===== src/design/imh_pkg.sv =====
// ----------------------------------------------------------------------------
// imh_pkg
// Shared types, codes and the command/status bundles of the indexed max-heap.
// ----------------------------------------------------------------------------
package imh_pkg;

    localparam int ID_W  = 8;
    localparam int KEY_W = 32;
    localparam int NUM_IDS = 256;

    typedef enum logic [1:0] {
        FN_INSERT   = 2'd0,
        FN_DELMAX   = 2'd1,
        FN_INCKEY   = 2'd2,
        FN_NONE     = 2'd3
    } t_func;

    typedef enum logic [2:0] {
        ST_OK      = 3'd0,
        ST_FULL    = 3'd1,
        ST_EMPTY   = 3'd2,
        ST_ABSENT  = 3'd3,
        ST_PRESENT = 3'd4
    } t_status;

    typedef struct packed {
        logic [1:0]             func;
        logic [ID_W-1:0]        item_id;
        logic signed [KEY_W-1:0] new_key;
    } t_in;

    typedef struct packed {
        logic [2:0]             status;
        logic [ID_W-1:0]        out_id;
        logic signed [KEY_W-1:0] out_key;
        logic [8:0]             entry_count;
        logic                   is_empty;
    } t_out;

    typedef enum logic [3:0] {
        S_IDLE,
        S_DECODE,
        S_INS_WR,
        S_INC_RD,
        S_INC_WR,
        S_DEL_RD,
        S_DEL_MV,
        S_UP_RD,
        S_UP_CMP,
        S_DN_RD,
        S_DN_CMP,
        S_SWAP_A,
        S_SWAP_B,
        S_DONE
    } t_state;

    // controller -> datapath: one command per cycle
    typedef enum logic [3:0] {
        C_NOP,
        C_LOAD,
        C_INS_WR,
        C_INC_RD,
        C_INC_WR,
        C_DEL_RD,
        C_DEL_MV,
        C_UP_RD,
        C_DN_RD,
        C_UP_SEL,
        C_DN_SEL,
        C_SWAP_A,
        C_SWAP_B,
        C_FINISH
    } t_cmd;

    typedef struct packed {
        logic        full;
        logic        empty;
        logic        present;
        logic        inc_ok;
        logic        at_root;
        logic        up_swap;
        logic        dn_swap;
        logic        del_last;
        logic [1:0]  func;
    } t_stat;

endpackage


===== src/design/imh_ctrl.sv =====
// ----------------------------------------------------------------------------
// imh_ctrl
// Operation sequencer: handshake, decode, sift-up and sift-down loops.
// ----------------------------------------------------------------------------
module imh_ctrl (
    input  logic            i_clk,
    input  logic            i_rst_n,
    input  logic            i_in_valid,
    output logic            o_in_ready,
    output logic            o_out_valid,
    input  logic            i_out_ready,
    input  imh_pkg::t_stat  i_stat,
    output imh_pkg::t_cmd   o_cmd
);
    import imh_pkg::*;

    t_state r_state, n_state;
    logic   r_dn, n_dn;

    always_ff @(posedge i_clk) begin
        if (!i_rst_n) begin
            r_state <= S_IDLE;
            r_dn    <= 1'b0;
        end else begin
            r_state <= n_state;
            r_dn    <= n_dn;
        end
    end

    always_comb begin
        n_state     = r_state;
        n_dn        = r_dn;
        o_cmd       = C_NOP;
        o_in_ready  = 1'b0;
        o_out_valid = 1'b0;
        case (r_state)
            S_IDLE: begin
                o_in_ready = 1'b1;
                if (i_in_valid) begin
                    o_cmd   = C_LOAD;
                    n_state = S_DECODE;
                end
            end
            S_DECODE: begin
                n_state = S_DONE;
                o_cmd   = C_FINISH;
                case (i_stat.func)
                    FN_INSERT: begin
                        if (!i_stat.full && !i_stat.present) begin
                            o_cmd   = C_INS_WR;
                            n_state = S_INS_WR;
                        end
                    end
                    FN_DELMAX: begin
                        if (!i_stat.empty) begin
                            o_cmd   = C_DEL_RD;
                            n_state = S_DEL_RD;
                        end
                    end
                    FN_INCKEY: begin
                        if (i_stat.present) begin
                            // wait for the position read
                            o_cmd   = C_NOP;
                            n_state = S_INC_RD;
                        end
                    end
                    default: ;
                endcase
            end
            S_INS_WR: begin
                n_dn = 1'b0;
                o_cmd = C_UP_RD;
                n_state = S_UP_RD;
            end
            S_INC_RD: begin
                // key read lands next cycle
                o_cmd   = C_INC_RD;
                n_state = S_INC_WR;
            end
            S_INC_WR: begin
                if (i_stat.inc_ok) begin
                    o_cmd   = C_INC_WR;
                    n_dn    = 1'b0;
                    n_state = S_UP_RD;
                end else begin
                    o_cmd   = C_FINISH;
                    n_state = S_DONE;
                end
            end
            S_DEL_RD: begin
                o_cmd   = C_DEL_RD;
                n_state = S_DEL_MV;
            end
            S_DEL_MV: begin
                o_cmd = C_DEL_MV;
                n_dn  = 1'b1;
                if (i_stat.del_last) begin
                    n_state = S_DONE;
                end else begin
                    n_state = S_DN_RD;
                end
            end
            S_UP_RD: begin
                if (i_stat.at_root) begin
                    o_cmd   = C_FINISH;
                    n_state = S_DONE;
                end else begin
                    o_cmd   = C_UP_RD;
                    n_state = S_UP_CMP;
                end
            end
            S_UP_CMP: begin
                if (i_stat.up_swap) begin
                    o_cmd   = C_UP_SEL;
                    n_state = S_SWAP_A;
                end else begin
                    o_cmd   = C_FINISH;
                    n_state = S_DONE;
                end
            end
            S_DN_RD: begin
                o_cmd   = C_DN_RD;
                n_state = S_DN_CMP;
            end
            S_DN_CMP: begin
                if (i_stat.dn_swap) begin
                    o_cmd   = C_DN_SEL;
                    n_state = S_SWAP_A;
                end else begin
                    o_cmd   = C_FINISH;
                    n_state = S_DONE;
                end
            end
            S_SWAP_A: begin
                o_cmd   = C_SWAP_A;
                n_state = S_SWAP_B;
            end
            S_SWAP_B: begin
                o_cmd   = C_SWAP_B;
                n_state = r_dn ? S_DN_RD : S_UP_RD;
            end
            S_DONE: begin
                o_out_valid = 1'b1;
                if (i_out_ready) begin
                    n_state = S_IDLE;
                end
            end
            default: n_state = S_IDLE;
        endcase
    end
endmodule


===== config.mk =====
export PLATFORM = sky130hd
export DESIGN_NAME = imh_ctrl
export DESIGN_NICKNAME = d
export VERILOG_FILES = /design/src/design/imh_pkg.sv /design/src/design/imh_ctrl.sv
export SDC_FILE = /design/constraint.sdc
export NUM_CORES = 1
export LEC_CHECK = 0
export ABC_AREA = 1
export BUFFER_PORTS_ARGS = -buffer_cell sky130_fd_sc_hd__buf_2
export CAP_MARGIN = 20
export CELL_PAD_IN_SITES_DETAIL_PLACEMENT = 0
export CELL_PAD_IN_SITES_GLOBAL_PLACEMENT = 1
export CORE_UTILIZATION = 32
export CTS_CLUSTER_SIZE = 24
export DETAILED_ROUTE_END_ITERATION = 8
export PLACE_DENSITY = 0.78
export REMOVE_ABC_BUFFERS = 1
export SLEW_MARGIN = 20
export SYNTH_ARGS = -nofsm -noshare
export SYNTH_HDL_FRONTEND = slang
export SYNTH_SLANG_ARGS = --single-unit

===== constraint.sdc =====
create_clock -name i_clk -period 2.4 [get_ports i_clk]
set_input_delay 0.72 -clock i_clk [delete_from_list [all_inputs] [get_ports i_clk]]
set_output_delay 0.72 -clock i_clk [all_outputs]
set_load 0.03 [all_outputs]

**Word level (Yosys, flattened, before mapping)**

Cells that the tools add are included.

- Mux-type cells: 25
- Reduce and logical (&&, ||, !) cells: 8
- Eq/ne operators: 18

Operator list:

| kind | number |
|---|---|
| 4-bit case mux with 14 select lines | 1 |
| 4-bit case mux with 13 select lines | 1 |
| 4-bit two-way mux | 10 |
| 4-bit equality test, second input constant | 6 |
| 4-bit case mux with 3 select lines | 2 |
| 3-bit two-way mux | 6 |
| 4-bit by 3-bit equality test with 1-bit output, second input constant | 4 |
| 4-bit by 2-bit equality test with 1-bit output, second input constant | 2 |
| 2-bit inequality test, second input constant | 3 |
| 4-bit by 1-bit equality test with 1-bit output, second input constant | 1 |
| 4-bit zero test | 1 |
| 1-bit two-way mux | 4 |
| 2-bit AND reduction | 2 |
| 1-bit case mux with 3 select lines | 1 |
| 3-bit nonzero test | 1 |
| 2-bit by 1-bit equality test with 1-bit output, second input constant | 1 |
| 2-bit equality test, second input constant | 1 |
| 1-bit zero test | 2 |
| 2-bit zero test | 1 |
| 1-bit logical AND | 1 |

- Word-level logic and storage cells: 53
- Input port bits: 14
- Output and inout port bits: 6
- Flip-flop bits (word level): 5

**Longest topological paths before layout**

Gate-level depths: netlist of the first run.

- Depth after elaboration: 5
- Depth in mapped cells: 10
- Gate-level depth less buffers: 10

**Worst setup path before layout of the first run**

Ideal clock, no wire load.

- Kind: in2out
- Start point: in i_stat[5] (netlist bit)
- End point: out o_cmd[1]
- Buffers on the path: 0
- Data required time: 1.680 ns
- Slack: -0.239 ns
- Data arrival time: 1.919 ns
- Stages: 1
- Path through: o311ai_0

- Longest elaborated chain between the ends: 2

Ends and longest elaborated chain:

| element | RTL line | text |
|---|---|---|
| start: declaration | imh_ctrl.sv:12 | `input imh_pkg::t_stat i_stat,` |
| 4-bit two-way mux | imh_ctrl.sv:104 | `if (i_stat.at_root) begin` |
| 4-bit case mux with 13 select lines | imh_ctrl.sv:36 | `case (r_state)` |
| end: declaration | imh_ctrl.sv:13 | `output imh_pkg::t_cmd o_cmd` |

No other way between the ends.

**Worst setup path after layout of the first run**

- Start point: in i_stat[1] (netlist bit)
- End point: out o_cmd[0]

- Longest elaborated chain between the ends: 3
- Elaborated cells between the ends (all ways): 5
- Those cells by class: eq/ne (2); mux (2); reduce/logical (1)

Ends and longest elaborated chain:

| element | RTL line | text |
|---|---|---|
| 2-bit equality test (tied with other cells) | imh_ctrl.sv:47 | `case (i_stat.func)` |
| 4-bit case mux with 3 select lines (*) | imh_ctrl.sv:47 |  |
| 4-bit case mux with 13 select lines (*) | imh_ctrl.sv:36 |  |

Mark *: on every way between the ends. The rest lies on a longest branch, timed or not.

==> impl_metrics.xml, run 1 <==
<?xml version="1.0" encoding="UTF-8"?>
<metrics>
  <group name="run_status">
    <metric name="outcome" unit="">complete, but fails checks</metric>
    <metric name="violations_in_the_final_reports" unit="">setup timing</metric>
  </group>
  <group name="timing">
    <metric name="clock.fmax" unit="MHz">408</metric>
    <metric name="timing_worst_slew_pin_value" unit="ps">271</metric>
    <metric name="finalHoldWorstSlack" unit="ps">485</metric>
    <metric name="fin_tns_setup" unit="ps">-57.7</metric>
    <metric name="fin_crit_sh" unit="">1.02</metric>
    <metric name="rsz0062_at_grt" unit="">true</metric>
    <metric name="fin_crit" unit="ps">2450</metric>
    <metric name="clock-skew-final" unit="ps">1.32</metric>
    <metric name="report.final.setup_viol" unit="">2</metric>
    <metric name="finalMaxSlewViolations" unit="">0</metric>
    <metric name="headroom_to_the_max_slew_limit" unit="">0.817</metric>
    <metric name="hold_viol" unit="">0</metric>
    <metric name="setup_ws" unit="ps">-48.8</metric>
  </group>
  <group name="power">
    <metric name="worst_ir_drop_vdd" unit="uV">745</metric>
    <metric name="power.clock.fraction" unit="">0.082</metric>
    <metric name="power.share.switching" unit="">0.558</metric>
    <metric name="p_int" unit="uW">541</metric>
    <metric name="pwr-share-comb" unit="">0.779</metric>
    <metric name="p_sw" unit="uW">684</metric>
    <metric name="power_density" unit="nW/um^2">1210</metric>
    <metric name="leakage" unit="nW">0.542</metric>
    <metric name="design_power_total" unit="mW">1.23</metric>
    <metric name="seqPwrFrac" unit="">0.139</metric>
  </group>
  <group name="placed_design">
    <metric name="post-place-cells" unit="">181</metric>
    <metric name="gp_congestion" unit="">0.904</metric>
    <metric name="place_area" unit="um^2">847</metric>
    <metric name="portBuffers" unit="">19</metric>
    <metric name="dpl.hpwl" unit="um">1630</metric>
    <metric name="pre_cts_slack" unit="ps">-170</metric>
  </group>
  <group name="routing">
    <metric name="drt_iter0_markers" unit="">27</metric>
    <metric name="wl_per_cell" unit="um">11.5</metric>
    <metric name="routed_wirelength" unit="um">2130</metric>
    <metric name="postRouteAntennaNets" unit="">0</metric>
    <metric name="via_density_per_instance" unit="">5.00</metric>
    <metric name="detailroute.via_count" unit="">930</metric>
    <metric name="drc" unit="">0</metric>
    <metric name="dr.pass1.iters" unit="">4</metric>
  </group>
  <group name="global_route">
    <metric name="grtUsageTotal" unit="">0.202</metric>
    <metric name="grt_pass1_wl" unit="um">3180</metric>
    <metric name="overall_overflow_remaining_after_global_route" unit="">0</metric>
    <metric name="grt_pass1_vias" unit="">764</metric>
    <metric name="grt_antenna_before_repair" unit="">0</metric>
    <metric name="grt_start_max_net_pins" unit="">8</metric>
  </group>
  <group name="die">
    <metric name="placement_rows" unit="">16</metric>
    <metric name="die_area" unit="um^2">2290</metric>
    <metric name="core_area" unit="um^2">1960</metric>
    <metric name="floorplan.io_pins" unit="">20</metric>
    <metric name="fp.dieW" unit="um">47.9</metric>
    <metric name="start_util" unit="">0.343</metric>
    <metric name="fp.dieH" unit="um">47.9</metric>
  </group>
  <group name="critical_path">
    <metric name="critical_path.n_buffers_inverters" unit="">3</metric>
    <metric name="cp_data_arrival_time" unit="ps">1730</metric>
    <metric name="critPathRequiredTime" unit="ps">1680</metric>
    <metric name="timing.critical_path.cells" unit="">buf_12, ha_4, inv_2, nand2_1, nor2_1, nand2_1, nand2_2, nand2_2, nor3_2, nand3_1, buf_6</metric>
    <metric name="critPathMaxFanout" unit="">3</metric>
    <metric name="crit_path_capture_type" unit="">output pin</metric>
    <metric name="path_delay_family" unit="">simple AND/OR/NAND/NOR gates</metric>
    <metric name="reg2regPathDepth" unit="">8</metric>
    <metric name="crit_path_top_delay_cell" unit="">ha_4</metric>
    <metric name="cp-start-kind" unit="">input port</metric>
    <metric name="timing.critical_path.depth" unit="">11</metric>
    <metric name="worst-setup-path-type" unit="">input port to output pin</metric>
    <metric name="crit_path_max_incr_delay" unit="ps">160</metric>
  </group>
  <group name="finish">
    <metric name="final_cell_count_without_fillers" unit="">186</metric>
    <metric name="syn_to_final_growth" unit="%">50.2</metric>
    <metric name="most_frequent_cells_in_the_layout" unit="">nand2_1, nor2_1, inv_1, buf_2, nand3_1</metric>
    <metric name="num-fill-cells" unit="">241</metric>
    <metric name="total_number_of_nets_in_the_final_design" unit="">178</metric>
    <metric name="most_common_cell_after_layout_fill_and_taps_aside" unit="">nand2_1</metric>
    <metric name="layout.core_utilization" unit="">0.515</metric>
    <metric name="final_area" unit="um^2">1010</metric>
    <metric name="ratio_of_cells_with_drive_above_1_in_the_final_layout" unit="">0.340</metric>
    <metric name="antennaDiodeCount" unit="">0</metric>
  </group>
  <group name="clocking">
    <metric name="cts_h_tree_depth" unit="">1</metric>
    <metric name="ctsLongestPathBuffers" unit="">2</metric>
    <metric name="cts_tree" unit="">built</metric>
    <metric name="cts_root_buf" unit="">clkbuf_4</metric>
    <metric name="clock-sinks" unit="">5</metric>
    <metric name="cts-hold-fix-buffers" unit="">0</metric>
    <metric name="cts_inserted_buffers" unit="">3</metric>
    <metric name="worst_skew_pair.late_latency" unit="ps">250</metric>
    <metric name="path_clk_slew" unit="ps">40</metric>
  </group>
  <group name="job">
    <metric name="cap_viol_max_count" unit="">0</metric>
  </group>
  <group name="logic_synthesis">
    <metric name="synthesis.instances" unit="">129</metric>
    <metric name="yosys_warning_total" unit="">0</metric>
    <metric name="yosysUniqueCellTypes" unit="">18</metric>
    <metric name="postSynthAreaPerCell" unit="um^2">5.22</metric>
    <metric name="synthesis.area" unit="um^2">673</metric>
    <metric name="synth_seq_cells" unit="">5</metric>
    <metric name="ys_seq_area_frac" unit="">0.149</metric>
  </group>
  <group name="worst_hold_path">
    <metric name="hold_depth" unit="">2</metric>
    <metric name="hp-class" unit="">flip-flop to flip-flop</metric>
  </group>
</metrics>
tightest hold or removal path, cell delays in order (launching register included):
cell	delay (ps)
dfxtp_1	310
o21ai_0	70
a21oi_1	60
kinds of logic after synthesis:
family          after synthesis  share of synthesized area
buf+inv                      21                      0.117
flops                         5                      0.149
simple gates                 82                      0.517
compound gates               17                      0.143
fa+ha+maj                     4                     0.0744
power by group through the flow:
stage | sequential, mW | combinational [mW] | clock [mW]
6_report | 0.170 | 0.955 | 0.101
5_1_grt | 0.176 | 1.05 | 0.113
4_1_cts | 0.164 | 0.922 | 0.104
3_5_place_dp | 0.165 | 0.819 | 0
3_3_place_gp | 0.166 | 0.817 | 0
2_1_floorplan | 0.153 | 0.580 | 0
sequential cells by signal (all words and copies together), names as in the netlist:
register and cells:
r_state 4, r_dn 1
what timing repair did:
action | in CTS | in global routing
setup buffers | 0 | 1
endpoints found under the setup margin | 4 | 4
pin swaps | 4 | 5
resized for setup | 28 | 10
worst paths after layout:
| check | start | endpoint | slack [ps] |
|---|---|---|---|
| setup / recovery | i_stat[1] | o_cmd[0] | -50 |
| hold reg to reg | r_dn$_SDFFE_PN0P_ | r_dn$_SDFFE_PN0P_ | 490 |
| hold / removal | r_dn$_SDFFE_PN0P_ | r_dn$_SDFFE_PN0P_ | 490 |
| setup reg to reg | r_state[0]$_SDFFE_PN0P_ | r_state[2]$_SDFFE_PN0P_ | 1020 |
routing by layer:
layer,up-vias,GRT usage,share of wire
met5,-,0,0
met2,49,0.327,0.48
met4,0,0.0500,0.0084
met1,411,0.261,0.43
li1,466,-,-
met3,4,0.0604,0.083
Yosys cell counts:
cell | count | area [um^2]
a21oi_1 | 8 | 40.0
a41oi_1 | 1 | 8.76
dfxtp_1 | 5 | 100
ha_1 | 4 | 50.1
inv_1 | 18 | 67.6
inv_2 | 3 | 11.3
nand2_1 | 38 | 143
nand3_1 | 11 | 55.1
nand3b_1 | 1 | 7.51
nand4_1 | 1 | 6.26
nor2_1 | 24 | 90.1
nor2_2 | 4 | 25.0
nor2_4 | 1 | 11.3
nor3_1 | 2 | 10.0
o211ai_1 | 1 | 7.51
o21ai_0 | 5 | 25.0
o22ai_1 | 1 | 6.26
o311ai_0 | 1 | 8.76
final cells by class:
| class | count | area [um^2] | area share |
|---|---|---|---|
| sequential | 5 | 103 | 0.101 |
| inverter | 21 | 83.8 | 0.0829 |
| multi-input combinational | 103 | 568 | 0.562 |
| timing repair buffer | 26 | 196 | 0.194 |
| clock buffer | 4 | 26.3 | 0.0260 |
| tap | 27 | 33.8 | 0.0334 |
Note: power is estimated with default switching activity, not from simulation.
==> inputs of run 2 (changes only) <==
Settings changed: CELL_PAD_IN_SITES_DETAIL_PLACEMENT 0 to 1, CORE_MARGIN from default to 3.
==> impl_metrics.xml, run 2 (same netlist as run 1, synthesis figures left out) <==
<?xml version="1.0" encoding="UTF-8"?>
<metrics>
  <group name="clocking">
    <metric name="cts_h_tree_depth" unit="">1</metric>
    <metric name="clock-sinks" unit="">5</metric>
    <metric name="path_clk_slew" unit="ps">50</metric>
    <metric name="cts_tree" unit="">built</metric>
    <metric name="ctsLongestPathBuffers" unit="">2</metric>
    <metric name="cts_inserted_buffers" unit="">3</metric>
    <metric name="cts-hold-fix-buffers" unit="">0</metric>
    <metric name="worst_skew_pair.late_latency" unit="ps">250</metric>
    <metric name="cts_root_buf" unit="">clkbuf_4</metric>
  </group>
  <group name="timing">
    <metric name="fin_tns_setup" unit="ps">-230</metric>
    <metric name="clock.fmax" unit="MHz">394</metric>
    <metric name="rsz0062_at_grt" unit="">true</metric>
    <metric name="setup_ws" unit="ps">-135</metric>
    <metric name="headroom_to_the_max_slew_limit" unit="">0.822</metric>
    <metric name="timing_worst_slew_pin_value" unit="ps">266</metric>
    <metric name="report.final.setup_viol" unit="">3</metric>
    <metric name="clock-skew-final" unit="ps">1.60</metric>
    <metric name="fin_crit_sh" unit="">1.06</metric>
    <metric name="fin_crit" unit="ps">2540</metric>
    <metric name="finalMaxSlewViolations" unit="">0</metric>
    <metric name="hold_viol" unit="">0</metric>
  </group>
  <group name="global_route">
    <metric name="grt_antenna_before_repair" unit="">0</metric>
    <metric name="grt_pass1_wl" unit="um">4530</metric>
    <metric name="grt_pass1_vias" unit="">1011</metric>
    <metric name="grt_start_max_net_pins" unit="">8</metric>
    <metric name="grtUsageTotal" unit="">0.228</metric>
    <metric name="overall_overflow_remaining_after_global_route" unit="">0</metric>
  </group>
  <group name="die">
    <metric name="core_area" unit="um^2">1860</metric>
    <metric name="placement_rows" unit="">15</metric>
    <metric name="start_util" unit="">0.362</metric>
    <metric name="fp.dieH" unit="um">51.9</metric>
    <metric name="die_area" unit="um^2">2690</metric>
    <metric name="fp.dieW" unit="um">51.9</metric>
    <metric name="floorplan.io_pins" unit="">20</metric>
  </group>
  <group name="finish">
    <metric name="max_flop_register" unit="">r_state</metric>
    <metric name="final_cell_count_without_fillers" unit="">186</metric>
    <metric name="syn_to_final_growth" unit="%">55.4</metric>
    <metric name="antennaDiodeCount" unit="">0</metric>
    <metric name="reg_top3" unit="">r_state (4), r_dn (1)</metric>
    <metric name="layout.core_utilization" unit="">0.563</metric>
    <metric name="ratio_of_cells_with_drive_above_1_in_the_final_layout" unit="">0.391</metric>
    <metric name="largest_register_ffs" unit="">4</metric>
    <metric name="most_common_cell_after_layout_fill_and_taps_aside" unit="">nand2_1</metric>
    <metric name="final_area" unit="um^2">1050</metric>
    <metric name="num-fill-cells" unit="">252</metric>
    <metric name="most_frequent_cells_in_the_layout" unit="">nand2_1, nor2_1, inv_1, buf_2</metric>
    <metric name="regArea" unit="um^2">104</metric>
    <metric name="total_number_of_nets_in_the_final_design" unit="">180</metric>
    <metric name="multi_input_comb_area" unit="um^2">578</metric>
  </group>
  <group name="routing">
    <metric name="routed_wirelength" unit="um">3070</metric>
    <metric name="detailroute.via_count" unit="">1000</metric>
    <metric name="wl_per_cell" unit="um">16.5</metric>
    <metric name="via_density_per_instance" unit="">5.38</metric>
    <metric name="dr.pass1.iters" unit="">4</metric>
    <metric name="postRouteAntennaNets" unit="">0</metric>
    <metric name="drc" unit="">0</metric>
    <metric name="drt_iter0_markers" unit="">35</metric>
  </group>
  <group name="run_status">
    <metric name="outcome" unit="">complete, but fails checks</metric>
    <metric name="violations_in_the_final_reports" unit="">setup timing</metric>
  </group>
  <group name="critical_path">
    <metric name="crit_path_top_delay_cell" unit="">ha_4</metric>
    <metric name="critical_path.startpoint" unit="">i_stat[1]</metric>
    <metric name="worst-setup-path-type" unit="">input port to output pin</metric>
    <metric name="crit-reg2reg-launch" unit="">r_state[3]$_SDFFE_PN0P_</metric>
    <metric name="critPathRequiredTime" unit="ps">1680</metric>
    <metric name="crit_path_max_incr_delay" unit="ps">160</metric>
    <metric name="cp-start-kind" unit="">input port</metric>
    <metric name="critPathMaxFanout" unit="">3</metric>
    <metric name="crit_path_capture_type" unit="">output pin</metric>
    <metric name="cp_data_arrival_time" unit="ps">1820</metric>
    <metric name="cpMostUsedCell" unit="">nand2_1</metric>
    <metric name="timing.critical_path.cells" unit="">buf_12, inv_6, ha_4, inv_2, nand2_2, nor2_2, nand2_1, nand2_1, nand2_1, nor3_2, nand3_1, buf_6</metric>
  </group>
  <group name="placed_design">
    <metric name="post-place-cells" unit="">179</metric>
    <metric name="place_area" unit="um^2">845</metric>
    <metric name="gp_congestion" unit="">0.901</metric>
    <metric name="dpl.hpwl" unit="um">2030</metric>
    <metric name="pre_cts_slack" unit="ps">-218</metric>
    <metric name="portBuffers" unit="">19</metric>
  </group>
  <group name="power">
    <metric name="power_density" unit="nW/um^2">1230</metric>
    <metric name="leakage" unit="nW">0.556</metric>
    <metric name="worst_ir_drop_vdd" unit="uV">758</metric>
  </group>
  <group name="job">
    <metric name="cap_viol_max_count" unit="">0</metric>
  </group>
  <group name="worst_hold_path">
    <metric name="hp-class" unit="">flip-flop to flip-flop</metric>
    <metric name="worstHoldStart" unit="">r_dn$_SDFFE_PN0P_</metric>
  </group>
</metrics>
==> run 2: cell types whose count changed in the layout (fill, tap and decap cells not counted), sizes merged <==
cell    change
buf         +2
clkbuf      -1
clkinv      +1
==> run 2: what timing repair did <==
action                     in CTS  in global routing
gates resized for setup        33                 16
setup endpoints to repair       4                  4
hold endpoints to repair        0                  0
pin swaps                       4                  7
buffers inserted                3                  1
cloned                          0                  0
==> run 2: power breakdown <==
group | switching (mW) | internal [mW]
clock network | 0.0414 | 0.0606
logic | 0.653 | 0.359
registers | 0.0534 | 0.121
==> run 2: stage by stage <==
stage	hold WS, ps	power, mW
global placement	497	0.968
detailed placement	505	0.989
floorplan	457	0.734
CTS	512	1.20
finish	535	1.29
global route	570	1.39
==> run 2: path summary, 6_finish.rpt <==
path / to / slack (ps) / depth (start not counted)
worst min register to register: r_dn$_SDFFE_PN0P_ / 530 / 2
worst max register to register: r_state[2]$_SDFFE_PN0P_ / 980 / 8
worst min-delay path: r_dn$_SDFFE_PN0P_ / 530 / 2
worst max-delay path: o_cmd[0] / -140 / 12
==> run 2: layer usage <==
metal  GRT usage  share of wire  vias to the layer above
li1            -              -                      474
met1       0.274           0.47                      485
met2       0.406           0.47                       35
met3      0.0487          0.044                        6
met4      0.0524          0.018                        0
met5           0              0                        -
==> run 2: final cells by class <==
class | count | area share
repair buffers | 28 | 0.205
inverters | 21 | 0.0873
flip-flops and latches | 5 | 0.0993
clock inverters | 1 | 0.00478
clock buffers | 3 | 0.0215
well taps | 25 | 0.0299
multi-input cells | 103 | 0.553
==> run 2: worst max-delay path: cells and delay by family <==
family	cells	cell delay (ps)
simple gates	7	580
buf+inv	4	350
fa+ha+maj	1	160
==> inputs of run 3 (changes only) <==
Settings changed: ABC_AREA 1 to default, BUFFER_PORTS_ARGS -buffer_cell sky130_fd_sc_hd__buf_2 to -buffer_cell sky130_fd_sc_hd__clkbuf_2, CORE_UTILIZATION 32 to 35, PLACE_DENSITY 0.78 to 0.77, SLEW_MARGIN 20 to default.
==> impl_metrics.xml, run 3 <==
<?xml version="1.0" encoding="UTF-8"?>
<metrics>
  <group name="timing">
    <metric name="clock.fmax" unit="MHz">377</metric>
    <metric name="fin_tns_setup" unit="ps">-711</metric>
    <metric name="timing_worst_slew_pin_value" unit="ps">392</metric>
    <metric name="fin_crit" unit="ps">2650</metric>
    <metric name="finalMaxSlewViolations" unit="">0</metric>
    <metric name="setup_ws" unit="ps">-255</metric>
    <metric name="hold_viol" unit="">0</metric>
    <metric name="report.final.setup_viol" unit="">4</metric>
    <metric name="headroom_to_the_max_slew_limit" unit="">0.738</metric>
    <metric name="clock-skew-final" unit="ps">2.73</metric>
    <metric name="fin_crit_sh" unit="">1.11</metric>
    <metric name="rsz0062_at_grt" unit="">true</metric>
    <metric name="finalHoldWorstSlack" unit="ps">644</metric>
  </group>
  <group name="finish">
    <metric name="largest_register_ffs" unit="">4</metric>
    <metric name="antennaDiodeCount" unit="">0</metric>
    <metric name="syn_to_final_growth" unit="%">67.7</metric>
    <metric name="most_frequent_cells_in_the_layout" unit="">buf_4, clkbuf_2, a21oi_1, nor2_1, inv_1</metric>
    <metric name="total_number_of_nets_in_the_final_design" unit="">157</metric>
    <metric name="most_common_cell_after_layout_fill_and_taps_aside" unit="">buf_4</metric>
    <metric name="ratio_of_cells_with_drive_above_1_in_the_final_layout" unit="">0.471</metric>
    <metric name="layout.core_utilization" unit="">0.656</metric>
    <metric name="max_flop_register" unit="">r_state</metric>
    <metric name="reg_top3" unit="">r_state (4), r_dn (1)</metric>
  </group>
  <group name="logic_synthesis">
    <metric name="synth-main-ff-cell" unit="">dfxtp_1</metric>
    <metric name="ys_seq_area_frac" unit="">0.141</metric>
    <metric name="number_of_synthesized_flops_with_an_enable_pin" unit="">0</metric>
    <metric name="synthesis.area" unit="um^2">712</metric>
    <metric name="async_flop_share" unit="">0</metric>
    <metric name="area_share_of_the_largest_cell_type_after_synthesis" unit="">0.141</metric>
    <metric name="postSynthAreaPerCell" unit="um^2">7.26</metric>
    <metric name="yosys_warning_total" unit="">0</metric>
    <metric name="ys_top_cells_by_count" unit="">a21oi_1, inv_1, nor2_1, buf_2</metric>
    <metric name="yosysUniqueCellTypes" unit="">43</metric>
    <metric name="synth_seq_cells" unit="">5</metric>
    <metric name="synth_area_leaders" unit="">dfxtp_1, a21oi_1, ha_1, nand2b_1, buf_2</metric>
    <metric name="synth.largest_area_cell" unit="">dfxtp_1</metric>
    <metric name="synthesis.instances" unit="">98</metric>
    <metric name="synthMostInstantiatedCell" unit="">a21oi_1</metric>
  </group>
  <group name="die">
    <metric name="fp.dieW" unit="um">51.1</metric>
    <metric name="start_util" unit="">0.391</metric>
    <metric name="placement_rows" unit="">15</metric>
    <metric name="floorplan.io_pins" unit="">20</metric>
    <metric name="fp.dieH" unit="um">51.1</metric>
    <metric name="core_area" unit="um^2">1820</metric>
    <metric name="die_area" unit="um^2">2610</metric>
  </group>
  <group name="placed_design">
    <metric name="pre_cts_slack" unit="ps">-346</metric>
    <metric name="portBuffers" unit="">19</metric>
    <metric name="dpl.hpwl" unit="um">1910</metric>
    <metric name="gp_congestion" unit="">0.783</metric>
  </group>
  <group name="power">
    <metric name="power_density" unit="nW/um^2">1290</metric>
    <metric name="leakage" unit="nW">0.499</metric>
    <metric name="worst_ir_drop_vdd" unit="uV">814</metric>
    <metric name="design_power_total" unit="mW">1.54</metric>
  </group>
  <group name="global_route">
    <metric name="grt_pass1_wl" unit="um">5430</metric>
    <metric name="grt_pass1_vias" unit="">1026</metric>
    <metric name="grt_start_max_net_pins" unit="">14</metric>
    <metric name="grtUsageTotal" unit="">0.282</metric>
    <metric name="overall_overflow_remaining_after_global_route" unit="">0</metric>
    <metric name="grt_antenna_before_repair" unit="">0</metric>
  </group>
  <group name="clocking">
    <metric name="cts-hold-fix-buffers" unit="">0</metric>
    <metric name="worst_skew_pair.late_latency" unit="ps">260</metric>
    <metric name="ctsLongestPathBuffers" unit="">2</metric>
    <metric name="cts_h_tree_depth" unit="">1</metric>
    <metric name="cts_tree" unit="">built</metric>
    <metric name="path_clk_slew" unit="ps">50</metric>
    <metric name="clock-sinks" unit="">5</metric>
    <metric name="cts_inserted_buffers" unit="">3</metric>
    <metric name="cts_root_buf" unit="">clkbuf_4</metric>
  </group>
  <group name="routing">
    <metric name="drc" unit="">0</metric>
    <metric name="wl_per_cell" unit="um">23.0</metric>
    <metric name="detailroute.via_count" unit="">1044</metric>
    <metric name="drt_iter0_markers" unit="">67</metric>
    <metric name="via_density_per_instance" unit="">6.40</metric>
    <metric name="routed_wirelength" unit="um">3740</metric>
    <metric name="dr.pass1.iters" unit="">4</metric>
    <metric name="postRouteAntennaNets" unit="">0</metric>
  </group>
  <group name="critical_path">
    <metric name="critPathMaxFanout" unit="">3</metric>
    <metric name="worst-setup-path-type" unit="">input port to output pin</metric>
    <metric name="cp-start-kind" unit="">input port</metric>
    <metric name="critPathRequiredTime" unit="ps">1680</metric>
    <metric name="cp_data_arrival_time" unit="ps">1930</metric>
    <metric name="crit_path_capture_type" unit="">output pin</metric>
  </group>
  <group name="job">
    <metric name="cap_viol_max_count" unit="">0</metric>
  </group>
  <group name="run_status">
    <metric name="violations_in_the_final_reports" unit="">setup timing</metric>
    <metric name="outcome" unit="">complete, but fails checks</metric>
  </group>
  <group name="worst_hold_path">
    <metric name="hp-class" unit="">flip-flop to flip-flop</metric>
  </group>
</metrics>
-- run 3: changes by cell type after synthesis, sizes merged, moves of 4 or more --
cell	previous run	this run
nor2b	0	4
inv	21	7
nand3	11	2
nand2b	0	5
nor2	29	7
buf	0	7
nand2	38	4
-- run 3: report_power, final --
| part | total (mW) | switching, mW | internal [mW] |
|---|---|---|---|
| registers | 0.198 | 0.0770 | 0.121 |
| logic | 1.23 | 0.700 | 0.533 |
| clock network | 0.109 | 0.0453 | 0.0636 |
| total | 1.54 | 0.822 | 0.717 |
-- run 3: critical path: stages --
cell and delay, ps:
clkbuf_16 120, inv_6 40, ha_4 170, o21ai_4 90, buf_4 140, nand4b_1 140
a21oi_2 230, a32oi_1 90, buf_4 180
-- run 3: layer usage --
layer / up-vias / global-route usage / part of all wire
met5: - / 0 / 0
met4: 0 / 0.0942 / 0.030
met3: 18 / 0.0729 / 0.088
met2: 78 / 0.485 / 0.49
met1: 498 / 0.336 / 0.39
li1: 450 / - / -
-- run 3: cells by family (layout without fill, tap and decap cells) --
group,after synthesis,count (layout),synth area share
AO/OA/AOI/OAI,38,38,0.371
adder cells (fa/ha/maj),4,4,0.0703
buffers and inverters,15,55,0.100
flip-flops,5,5,0.141
multiplexers,1,1,0.0141
AND/OR/NAND/NOR,35,35,0.304
-- run 3: area by class of cell --
| class | instances | area [um^2] |
|---|---|---|
| clock buffers | 4 | 26.3 |
| fillers | 220 | 627 |
| inverters | 7 | 33.8 |
| multi-input cells | 78 | 663 |
| flip-flops and latches | 5 | 104 |
| well taps | 25 | 31.3 |
| repair buffers | 44 | 335 |
-- run 3: stage by stage --
stage | std cells | cell area (um^2)
floorplan | 90 | 667
global placement | 153 | 948
detailed placement | 153 | 948
CTS | 160 | 1120
global route | 163 | 1190
finish | 163 | 1190
-- run 3: worst paths after layout --
path         cells past startpoint                 endpoint  slack [ps]                    start
max                              9                 o_cmd[3]        -250                i_stat[1]
min                              3        r_dn$_SDFFE_PN0P_         640        r_dn$_SDFFE_PN0P_
max reg2reg                      5  r_state[2]$_SDFFE_PN0P_         570  r_state[1]$_SDFFE_PN0P_
min reg2reg                      3        r_dn$_SDFFE_PN0P_         640        r_dn$_SDFFE_PN0P_
-- run 3: repair_timing --
action                     CTS  global route
pin swaps                    7             8
setup endpoints to repair    4             4
gates resized for setup     26            14
buffers inserted             3             3
